==> config.mk <==
export PLATFORM = sky130hd
export DESIGN_NAME = drum_voice_tick_mixer
export DESIGN_NICKNAME = d
export VERILOG_FILES = /design/src/hw/rtl/dvtm_pkg.sv /design/src/hw/rtl/dvtm_cfg_regs.sv /design/src/hw/rtl/dvtm_voice_core.sv /design/src/hw/rtl/drum_voice_tick_mixer.sv
export SDC_FILE = /design/constraint.sdc
export NUM_CORES = 1
export LEC_CHECK = 0
export BUFFER_PORTS_ARGS = -buffer_cell sky130_fd_sc_hd__buf_2
export CAP_MARGIN = 20
export CORE_ASPECT_RATIO = 0.9
export CORE_MARGIN = 3
export CORE_UTILIZATION = 41
export DETAILED_ROUTE_END_ITERATION = 10
export REMOVE_ABC_BUFFERS = 1
export SLEW_MARGIN = 20
export SYNTH_ARGS = -nofsm -noshare
export SYNTH_HDL_FRONTEND = slang
export SYNTH_HIERARCHICAL = 1
export SYNTH_SLANG_ARGS = --single-unit
==> constraint.sdc <==
create_clock -name aclk -period 11.8 [get_ports aclk]
set_clock_uncertainty 0.2 [all_clocks]
set_input_delay 1.18 -clock aclk [delete_from_list [all_inputs] [get_ports aclk]]
set_output_delay 1.18 -clock aclk [all_outputs]
set_load 0.005 [all_outputs]
==> src/hw/rtl/dvtm_pkg.sv <==
`default_nettype none
// ----------------------------------------------------------------------------
// dvtm_pkg
// Shared types, constants and helpers for the drum voice tick mixer.
// ----------------------------------------------------------------------------
package dvtm_pkg;

    localparam int PATTERN_STEPS_DEF = 32;

    localparam int CFG_ADDR_W = 3;
    localparam int CFG_DATA_W = 32;
    localparam int LEVEL_W    = 16;
    localparam int MIX_W      = 18;
    localparam int SAMPLE_W   = 9;

    localparam logic [CFG_ADDR_W-1:0] CFG_KICK_STEPS        = 3'd0;
    localparam logic [CFG_ADDR_W-1:0] CFG_SNARE_STEPS       = 3'd1;
    localparam logic [CFG_ADDR_W-1:0] CFG_HIHAT_STEPS       = 3'd2;
    localparam logic [CFG_ADDR_W-1:0] CFG_KICK_ENV_START    = 3'd3;
    localparam logic [CFG_ADDR_W-1:0] CFG_KICK_PERIOD_START = 3'd4;
    localparam logic [CFG_ADDR_W-1:0] CFG_SNARE_ENV_START   = 3'd5;
    localparam logic [CFG_ADDR_W-1:0] CFG_HIHAT_ENV_START   = 3'd6;

    localparam logic [31:0]        KICK_STEPS_RST        = 32'd4112;
    localparam logic [LEVEL_W-1:0] ENV_START_RST         = 16'd1020;
    localparam logic [LEVEL_W-1:0] KICK_PERIOD_START_RST = 16'd60;
    localparam logic [LEVEL_W-1:0] KICK_HALF_PERIOD_RST  = 16'd120;
    localparam logic [LEVEL_W-1:0] KICK_PERIOD_MAX       = 16'd180;

    localparam logic [15:0] NOISE_TAPS = 16'hB400;
    localparam logic [15:0] NOISE_SEED = 16'hACE1;

    localparam logic [LEVEL_W-1:0] KICK_DECAY  = 16'd4;
    localparam logic [LEVEL_W-1:0] SNARE_DECAY = 16'd8;
    localparam logic [LEVEL_W-1:0] HIHAT_DECAY = 16'd20;

    localparam logic signed [MIX_W-1:0] MIX_MIN = -18'sd256;
    localparam logic signed [MIX_W-1:0] MIX_MAX = 18'sd255;

    typedef struct packed {
        logic [31:0]        kick_steps;
        logic [31:0]        snare_steps;
        logic [31:0]        hihat_steps;
        logic [LEVEL_W-1:0] kick_env_start;
        logic [LEVEL_W-1:0] kick_period_start;
        logic [LEVEL_W-1:0] snare_env_start;
        logic [LEVEL_W-1:0] hihat_env_start;
    } cfg_t;

    function automatic logic [LEVEL_W-1:0] decay(input logic [LEVEL_W-1:0] level,
                                                 input logic [LEVEL_W-1:0] amount);
        return (level > amount) ? (level - amount) : '0;
    endfunction

    function automatic logic signed [MIX_W-1:0] signed_amp(input logic [LEVEL_W-1:0] level,
                                                           input logic negative);
        logic signed [MIX_W-1:0] amp;
        amp = $signed({{(MIX_W-LEVEL_W+2){1'b0}}, level[LEVEL_W-1:2]});
        return negative ? -amp : amp;
    endfunction

endpackage
`default_nettype wire

==> src/hw/rtl/dvtm_cfg_regs.sv <==
`default_nettype none
// ----------------------------------------------------------------------------
// dvtm_cfg_regs
// Configuration register file for the patterns and voice start values.
// ----------------------------------------------------------------------------
module dvtm_cfg_regs
    import dvtm_pkg::*;
(
    input  wire logic                  aclk,
    input  wire logic                  aresetn,
    input  wire logic                  wr_en,
    input  wire logic [CFG_ADDR_W-1:0] wr_addr,
    input  wire logic [CFG_DATA_W-1:0] wr_data,
    output cfg_t                       cfg
);

    cfg_t cfg_reg;
    cfg_t cfg_next;

    always_comb begin
        cfg_next = cfg_reg;
        if (wr_en) begin
            case (wr_addr)
                CFG_KICK_STEPS:        cfg_next.kick_steps        = wr_data;
                CFG_SNARE_STEPS:       cfg_next.snare_steps       = wr_data;
                CFG_HIHAT_STEPS:       cfg_next.hihat_steps       = wr_data;
                CFG_KICK_ENV_START:    cfg_next.kick_env_start    = wr_data[LEVEL_W-1:0];
                CFG_KICK_PERIOD_START: cfg_next.kick_period_start = wr_data[LEVEL_W-1:0];
                CFG_SNARE_ENV_START:   cfg_next.snare_env_start   = wr_data[LEVEL_W-1:0];
                CFG_HIHAT_ENV_START:   cfg_next.hihat_env_start   = wr_data[LEVEL_W-1:0];
                default:               cfg_next = cfg_reg;
            endcase
        end
    end

    always_ff @(posedge aclk) begin
        if (!aresetn) begin
            cfg_reg.kick_steps        <= KICK_STEPS_RST;
            cfg_reg.snare_steps       <= '0;
            cfg_reg.hihat_steps       <= '0;
            cfg_reg.kick_env_start    <= ENV_START_RST;
            cfg_reg.kick_period_start <= KICK_PERIOD_START_RST;
            cfg_reg.snare_env_start   <= ENV_START_RST;
            cfg_reg.hihat_env_start   <= ENV_START_RST;
        end else begin
            cfg_reg <= cfg_next;
        end
    end

    assign cfg = cfg_reg;

endmodule
`default_nettype wire

==> src/hw/rtl/dvtm_voice_core.sv <==
`default_nettype none
// ----------------------------------------------------------------------------
// dvtm_voice_core
// Voice state, noise generator and mixer; advances one tick per fire.
// ----------------------------------------------------------------------------
module dvtm_voice_core
    import dvtm_pkg::*;
#(
    parameter int PATTERN_STEPS = PATTERN_STEPS_DEF
) (
    input  wire logic                       aclk,
    input  wire logic                       aresetn,
    input  wire logic                       fire,
    input  wire logic                       step_advanced,
    input  wire logic [4:0]                 step_num,
    input  wire cfg_t                       cfg,
    output logic signed [SAMPLE_W-1:0]      mixed_sample
);

    logic [15:0]        noise_reg, noise_next;
    logic [LEVEL_W-1:0] kick_level_reg, kick_level_next;
    logic [LEVEL_W-1:0] snare_level_reg, snare_level_next;
    logic [LEVEL_W-1:0] hihat_level_reg, hihat_level_next;
    logic [LEVEL_W-1:0] kick_half_period_reg, kick_half_period_next;
    logic [LEVEL_W-1:0] kick_countdown_reg, kick_countdown_next;
    logic               kick_negative_reg, kick_negative_next;

    logic                    step_hit;
    logic                    kick_trig, snare_trig, hihat_trig;
    logic [LEVEL_W-1:0]      kick_lvl, snare_lvl, hihat_lvl;
    logic [LEVEL_W-1:0]      kick_hp, kick_cd;
    logic                    kick_neg;
    logic signed [MIX_W-1:0] mix;

    assign step_hit   = step_advanced && (32'(step_num) < 32'(PATTERN_STEPS));
    assign kick_trig  = step_hit && cfg.kick_steps[step_num];
    assign snare_trig = step_hit && cfg.snare_steps[step_num];
    assign hihat_trig = step_hit && cfg.hihat_steps[step_num];

    always_comb begin
        kick_lvl  = kick_trig  ? cfg.kick_env_start    : kick_level_reg;
        kick_hp   = kick_trig  ? cfg.kick_period_start : kick_half_period_reg;
        kick_cd   = kick_trig  ? cfg.kick_period_start : kick_countdown_reg;
        kick_neg  = kick_trig  ? 1'b0                  : kick_negative_reg;
        snare_lvl = snare_trig ? cfg.snare_env_start   : snare_level_reg;
        hihat_lvl = hihat_trig ? cfg.hihat_env_start   : hihat_level_reg;

        noise_next = {1'b0, noise_reg[15:1]} ^ (noise_reg[0] ? NOISE_TAPS : 16'h0000);

        kick_half_period_next = kick_hp;
        kick_countdown_next   = kick_cd;
        kick_negative_next    = kick_neg;
        kick_level_next       = kick_lvl;
        snare_level_next      = snare_lvl;
        hihat_level_next      = hihat_lvl;
        mix                   = '0;

        if (kick_lvl != '0) begin
            if (kick_cd == '0) begin
                kick_countdown_next = kick_hp;
                kick_negative_next  = !kick_neg;
                if (kick_hp < KICK_PERIOD_MAX) begin
                    kick_half_period_next = kick_hp + 16'd1;
                end
            end else begin
                kick_countdown_next = kick_cd - 16'd1;
            end
            mix             = signed_amp(kick_lvl, kick_negative_next);
            kick_level_next = decay(kick_lvl, KICK_DECAY);
        end

        if (snare_lvl != '0) begin
            mix              = mix + signed_amp(snare_lvl, !noise_next[0]);
            snare_level_next = decay(snare_lvl, SNARE_DECAY);
        end

        if (hihat_lvl != '0) begin
            mix              = mix + signed_amp(hihat_lvl, !noise_next[0]);
            hihat_level_next = decay(hihat_lvl, HIHAT_DECAY);
        end

        if (mix > MIX_MAX) begin
            mix = MIX_MAX;
        end else if (mix < MIX_MIN) begin
            mix = MIX_MIN;
        end
        mixed_sample = mix[SAMPLE_W-1:0];
    end

    always_ff @(posedge aclk) begin
        if (!aresetn) begin
            noise_reg            <= NOISE_SEED;
            kick_level_reg       <= '0;
            snare_level_reg      <= '0;
            hihat_level_reg      <= '0;
            kick_half_period_reg <= KICK_HALF_PERIOD_RST;
            kick_countdown_reg   <= '0;
            kick_negative_reg    <= 1'b0;
        end else if (fire) begin
            noise_reg            <= noise_next;
            kick_level_reg       <= kick_level_next;
            snare_level_reg      <= snare_level_next;
            hihat_level_reg      <= hihat_level_next;
            kick_half_period_reg <= kick_half_period_next;
            kick_countdown_reg   <= kick_countdown_next;
            kick_negative_reg    <= kick_negative_next;
        end
    end

endmodule
`default_nettype wire

==> src/hw/rtl/drum_voice_tick_mixer.sv <==
`default_nettype none
// ----------------------------------------------------------------------------
// drum_voice_tick_mixer
// Per-tick drum synthesizer: kick, snare and hi-hat voices mixed to a PWM duty.
// ----------------------------------------------------------------------------
// Channel   Direction  Beat
// s_*       in         one audio tick: step_advanced, step_num
// m_*       out        one sample: pwm_duty, mixed_sample
// cfg_*     in         register write: index and data
//
// One tick per cycle is sustained while the output is not stalled; a tick's
// sample is presented when it reaches the result register from the input register.
// The voice update is a single pass of logic between those two registers.
// A stalled output holds its sample and the input register; no beat is lost.
// Reset is synchronous and needs no clearing pass.
// ----------------------------------------------------------------------------
module drum_voice_tick_mixer
    import dvtm_pkg::*;
#(
    parameter int PATTERN_STEPS = PATTERN_STEPS_DEF
) (
    input  wire logic                  aclk,
    input  wire logic                  aresetn,
    input  wire logic                  s_tvalid,
    output logic                       s_tready,
    input  wire logic [7:0]            s_tdata,   // step_advanced, step_num, pad
    output logic                       m_tvalid,
    input  wire logic                  m_tready,
    output logic [23:0]                m_tdata,   // pwm_duty, mixed_sample, pad
    input  wire logic                  cfg_valid,
    output logic                       cfg_ready,
    input  wire logic [CFG_ADDR_W-1:0] cfg_addr,
    input  wire logic [CFG_DATA_W-1:0] cfg_data
);

    cfg_t cfg;

    logic                       in_valid_reg;
    logic                       in_adv_reg;
    logic [4:0]                 in_step_reg;
    logic                       out_valid_reg;
    logic [SAMPLE_W-1:0]        out_mix_reg;
    logic                       out_free;
    logic                       fire;
    logic signed [SAMPLE_W-1:0] mixed_sample;

    assign cfg_ready = 1'b1;
    assign out_free  = !out_valid_reg || m_tready;
    assign fire      = in_valid_reg && out_free;
    assign s_tready  = !in_valid_reg || out_free;

    dvtm_cfg_regs u_cfg (
        .aclk    (aclk),
        .aresetn (aresetn),
        .wr_en   (cfg_valid && cfg_ready),
        .wr_addr (cfg_addr),
        .wr_data (cfg_data),
        .cfg     (cfg)
    );

    dvtm_voice_core #(
        .PATTERN_STEPS (PATTERN_STEPS)
    ) u_core (
        .aclk          (aclk),
        .aresetn       (aresetn),
        .fire          (fire),
        .step_advanced (in_adv_reg),
        .step_num      (in_step_reg),
        .cfg           (cfg),
        .mixed_sample  (mixed_sample)
    );

    always_ff @(posedge aclk) begin
        if (!aresetn) begin
            in_valid_reg  <= 1'b0;
            out_valid_reg <= 1'b0;
        end else begin
            if (s_tready) begin
                in_valid_reg <= s_tvalid;
            end
            if (out_free) begin
                out_valid_reg <= in_valid_reg;
            end
        end
    end

    always_ff @(posedge aclk) begin
        if (s_tvalid && s_tready) begin
            in_adv_reg  <= s_tdata[0];
            in_step_reg <= s_tdata[5:1];
        end
        if (fire) begin
            out_mix_reg <= mixed_sample;
        end
    end

    assign m_tvalid = out_valid_reg;
    assign m_tdata  = {6'b0, out_mix_reg, ~out_mix_reg[SAMPLE_W-1], out_mix_reg[SAMPLE_W-2:0]};

endmodule
`default_nettype wire

# == Word level (Yosys, flattened, before mapping) ==
# Cells that the tools add are included.
# totals
ff_bits,274
input_bits,48
rom_bits,0
latchBits,0
mem_count,0
ramBits,0
# op_classes
div,0
n_addsub,10
n_lt_le_gt_ge,7
shift,0
bitwise,2
mux,34
n_reduce_logical,22
n_mul,0
eq_ne,6
# op_table
operator,n
two-way mux 16 bit,17
two-way mux 18 bit,6
negation 14 -> 18 bit,3
nonzero test 16 bit,3
adder 18 bit,2
> comparator 18 x 9 -> 1 bit (second input constant),1
< comparator 18 x 9 -> 1 bit (second input constant),1
adder 16 x 1 -> 16 bit (second input constant),1
> comparator 16 x 3 -> 1 bit (second input constant),1
> comparator 16 x 4 -> 1 bit (second input constant),1
> comparator 16 x 5 -> 1 bit (second input constant),1
logical NOT 16 bit,1
< comparator 16 x 8 -> 1 bit (second input constant),1
subtractor 16 x 1 -> 16 bit (second input constant),1
subtractor 16 x 3 -> 16 bit (second input constant),1
subtractor 16 x 4 -> 16 bit (second input constant),1
subtractor 16 x 5 -> 16 bit (second input constant),1
bitwise XOR 15 x 16 -> 16 bit,1
binary-select mux 1 bit (select 5 bit),3
AND reduction 2 bit,7
equality test 3 bit (second input constant),3
two-way mux 9 bit,1
two-way mux 1 bit,7
equality test 3 x 2 -> 1 bit (second input constant),2
7 further kinds,14

# == Longest topological paths before layout ==
# logic_depth
word_depth,15
depth_mapped,47
mapped_depth_nobuf,38

# == Modules after synthesis ==
# Netlist, hierarchy kept.
# by_module_without_submodules
mod,instances,cells_per_inst,area_per_inst_um2
dvtm_voice_core,1,1481,11014.3
dvtm_cfg_regs,1,570,6012.0
drum_voice_tick_mixer,1,42,678.2

# == Least setup slack after synthesis ==
# OpenSTA, ideal clock, no wires.
# synth_timing
path_kind,reg2reg
startpoint,register in_step_reg[1]
endpoint,"register out_mix_reg[0], data pin"
arrival_ps,9908
setup_time_ps,275
path_buffers,8
required_ps,11325
setup_slack_ps,1417
path_stages_with_launch,45
path_cell_list,edfxtp_1 -> buf_6 -> mux4_2 -> nor3_1 -> nor4_1 -> or2_0 -> buf_2 -> buf_2 -> buf_1 -> clkbuf_1 -> clkbuf_1 -> buf_1 -> mux2i_1 -> ha_1 -> nor3b_1 -> nand4_1 -> xnor2_1 -> a21oi_1 -> [9 not listed] -> nor2_1 -> nor2_1 -> a21oi_1 -> a21o_1 -> a21oi_1 -> xnor2_1 -> mux2_2 -> ha_1 -> o21a_1 -> a2111oi_0 -> o21bai_1 -> a221oi_2 -> or2_2 -> xnor2_1 -> mux2_2 -> or4_4 -> o41ai_4 -> o21ai_1
# synth_via
elab_chain_len,15
# synth_rtl
item,line,rtl
start: declaration,drum_voice_tick_mixer.sv:40,logic [4:0] in_step_reg;
start signal: assignment,drum_voice_tick_mixer.sv:90,in_step_reg <= s_tdata[5:1];
"parallel branches: the longest is 12 deep, another holds negation 14 -> 18 bit",n/a,
two-way mux 18 bit (*),dvtm_voice_core.sv:77,if (hihat_lvl != '0) begin
< comparator 18 x 9 -> 1 bit,dvtm_voice_core.sv:84,end else if (mix < MIX_MIN) begin
two-way mux 9 bit,dvtm_voice_core.sv:84,
end signal: assignment,drum_voice_tick_mixer.sv:93,out_mix_reg <= mixed_sample;
end: declaration,drum_voice_tick_mixer.sv:42,logic [SAMPLE_W-1:0] out_mix_reg;
# Mark *: on every way between the ends. The select of a mux whose other input is x is not followed.
# A chain may end at the register's enable or synchronous reset.

# == Final worst setup path ==
# layout_timing
startpoint,register in_step_reg[2]
endpoint,"register out_mix_reg[0], data pin"
# The elaborated chain is that of the path after synthesis.

==> results_dict.tcl <==
set metrics [dict create \
    status "finished clean" \
    area_growth_pct 9.70 \
    htreeDepth 1 \
    clk_latency_ns 0.59 \
    rsz0062_at_grt "false" \
    initial_utilization_pct 42.0 \
    drt-total-wl_microns 49700 \
    synth_cell_types 91 \
    antenna_cells 0 \
    synth_common_cells "nand2_1 (333), dfxtp_1 (259), mux2i_1 (237), nor2_1 (142), a21oi_1 (104)" \
    nFillCells 4021 \
    critical-path-top-delay-family "compound AO/OA/AOI/OAI gates" \
    yosysTopAreaCell "dfxtp_1" \
    post-place-ws_ns 1.53 \
    worstSetupPathType "flop to flop" \
    die_area_sq_um 45700 \
    p_int_mw 3.50 \
    synth_area_sq_um 17700 \
    grt_pass1_wl_microns 79700 \
    slew_violations 0 \
    crit_path_end_kind "flop" \
    worstSetupStartpointType "flop" \
    wl_met2_microns 22600 \
    pwr-share-comb_pct 66.0 \
    rows 71 \
    p_sw_mw 2.99 \
    r2r_slack_ns 1.34 \
    synth_area_leaders "dfxtp_1 (29%), mux2i_1 (13%), nand2_1 (7.1%), xnor2_1 (3.4%), nor2b_1 (3.3%)" \
    worstPathArrival_ns 10.56 \
    worst_path_max_delay_cell "edfxtp_1" \
    hpwl_microns 34100 \
    dieWidth_microns 225 \
    worstHoldStart "u_cfg/cfg[153]$_SDFFE_PN0P_" \
    cts-resized-gates 0 \
    cts_buffers 31 \
    final_area_sq_um 19400 \
    clk_path_buf_depth 3 \
    num_io_pins 75 \
    hold_buffers 0 \
    top_layer "met5" \
    p_total_mw 6.49 \
    synthMostInstantiatedCell "nand2_1" \
    vias_per_cell 5.75 \
    grt_max_degree 185 \
    grt_pass1_vias 14500 \
    cts_root_buffer "clkbuf_16" \
    path_clk_slew_ns 0.06 \
    r2r-start "in_step_reg[2]$_DFFE_PP_" \
    seq_area_frac_synth_pct 31.8 \
    avgSynthCellArea_sq_um 8.46 \
    period_minus_slack_ns 10.46 \
    remaining_drc_errors 0 \
    async_flop_share_pct 0 \
    worst_pin_slew_ns 1.04 \
    worst-path-max-fanout 37 \
    cap_violations 0 \
    core_sq_um 42200 \
    synth_edf_count 15 \
    leakagePower_nw 7.83 \
    swShare_pct 46.1 \
    hold_viol 0 \
    yosysWarningCount 6 \
    cts_tree "built" \
    crit_required_ns 11.90 \
    first_pass_iters 5 \
    synthDominantCellAreaShare_pct 29.3 \
    drive_gt1_share_pct 10.4 \
    power_frac_seq_pct 17.9 \
    fmax_ghz 0.0956 \
    grtUsageTotal_pct 21.3 \
    ys_ff_latch 274 \
    crit_cells 37 \
    hold_depth 2 \
    worst_slack_ns 1.34 \
    fin_nets 2181 \
    cts.sinks 274 \
    hold_end "u_cfg/cfg[153]$_SDFFE_PN0P_" \
    hold_class "flop to flop" \
    gp_congestion 0.899 \
    antenna_left 0 \
    ir_drop_uv 319 \
    cp_num_buf_inv 5 \
    post_cts_buffers 0 \
    dr_wl_met3_microns 2470 \
    vias 15300 \
    placed_area_sq_um 18300 \
    io_buffers 65 \
    die_height_microns 203 \
    antenna_found_initial 1 \
    grt_overflow 0 \
    max_slew_margin_pct 30.3 \
    final_util_pct 46.0 \
    wl_per_cell_microns 18.7 \
    setup_tns_ns 0 \
    syn_inst 2093 \
    period_share_pct 88.6 \
    initialDrtViolationCount 1088 \
    ys.flop_type "dfxtp_1" \
    setup_viol 0 \
    slowest_delay_ns 0.80 \
    drt-met1-wl_microns 23400 \
    clkPwrFrac_pct 16.1 \
    largest_reg_flops 160 \
    powerDensity_nw_per_um2 334 \
    reg2reg_to "out_mix_reg[0]$_DFFE_PP_" \
    worstRegToRegCells 37 \
]
-- cells by family (layout without fill, tap and decap cells) --
logic type	count (synthesis)	count (layout)	share of synthesized area, %
simple gates	820	820	22.4
compound gates	396	396	14.8
mux	283	283	18.0
flops	274	274	31.8
buf+inv	172	186	4.75
xor+xnor	101	101	5.00
fa+ha+maj	45	45	3.27
other cells	2	7	0.0424
-- layer usage --
layer	vias up	GRT usage [%]
met2	388	34.3
li1	7423	-
met4	2	5.79
met1	7415	30.2
met3	62	2.59
met5	-	0
-- metrics by stage --
stage               hold slack, ns  cells
floorplan                    0.230   1959
global placement             0.239   2602
detailed placement           0.244   2602
CTS                          0.254   2659
global route                 0.270   2659
finish                       0.252   2659
-- placed cells by master, fill, tap and decap left out, types with 20 or more instances in the layout --
cell type  instances
nand3_1           41
mux2i_1          237
buf_2             64
or3_1             28
nor3_1            44
a21boi_0          30
nor4_1            29
and2_1            26
dfxtp_1          259
nor2_1           141
mux4_2            23
a21oi_1          104
xor2_1            32
o21ai_0           80
clkbuf_16         31
nand2_1          333
mux2_2            20
nor2b_1           92
buf_4             30
xnor2_1           69
inv_1             32
ha_1              43
-- cell type report --
type	instances	area (sq um)	area share (%)
multi-input combinational	1652	11300	58.1
sequential	274	5640	29.0
clock buffer	44	895	4.61
tap	547	684	3.52
timing repair buffer	96	579	2.98
clock inverter	13	211	1.09
inverter	33	124	0.638
-- worst max path at each step --
stage / from / end / slack [ns]
finish: in_step_reg[2]$_DFFE_PP_ / out_mix_reg[0]$_DFFE_PP_ / 1.34
global route: in_step_reg[0]$_DFFE_PP_ / out_mix_reg[6]$_DFFE_PP_ / 0.67
CTS: in_step_reg[1]$_DFFE_PP_ / out_mix_reg[0]$_DFFE_PP_ / 1.47
detailed placement: in_step_reg[1]$_DFFE_PP_ / out_mix_reg[0]$_DFFE_PP_ / 1.53
global placement: in_step_reg[1]$_DFFE_PP_ / out_mix_reg[6]$_DFFE_PP_ / 1.65
floorplan: in_step_reg[1]$_DFFE_PP_ / out_mix_reg[0]$_DFFE_PP_ / -0.33
-- worst register-to-register path, delay by kind of cell, from the launching register on --
family,cells,cell delay [ns]
adders and majority gates,3,0.86
AOI/OAI and AO/OA,12,3.50
muxes,3,1.07
DFF,1,0.80
buffers and inverters,5,1.01
and+or+nand+nor,12,2.52
xor gates and xnor gates,2,0.22
-- power groups by stage --
stage	registers (mW)	logic [mW]	clock network (mW)
final	1.16	4.28	1.04
after global placement	1.17	4.09	0
after CTS	1.16	4.24	1.07
after global routing	1.17	4.75	1.10
after floorplan	1.17	3.25	0
after detailed placement	1.18	4.22	0
Power figures use the tool's default switching activity.
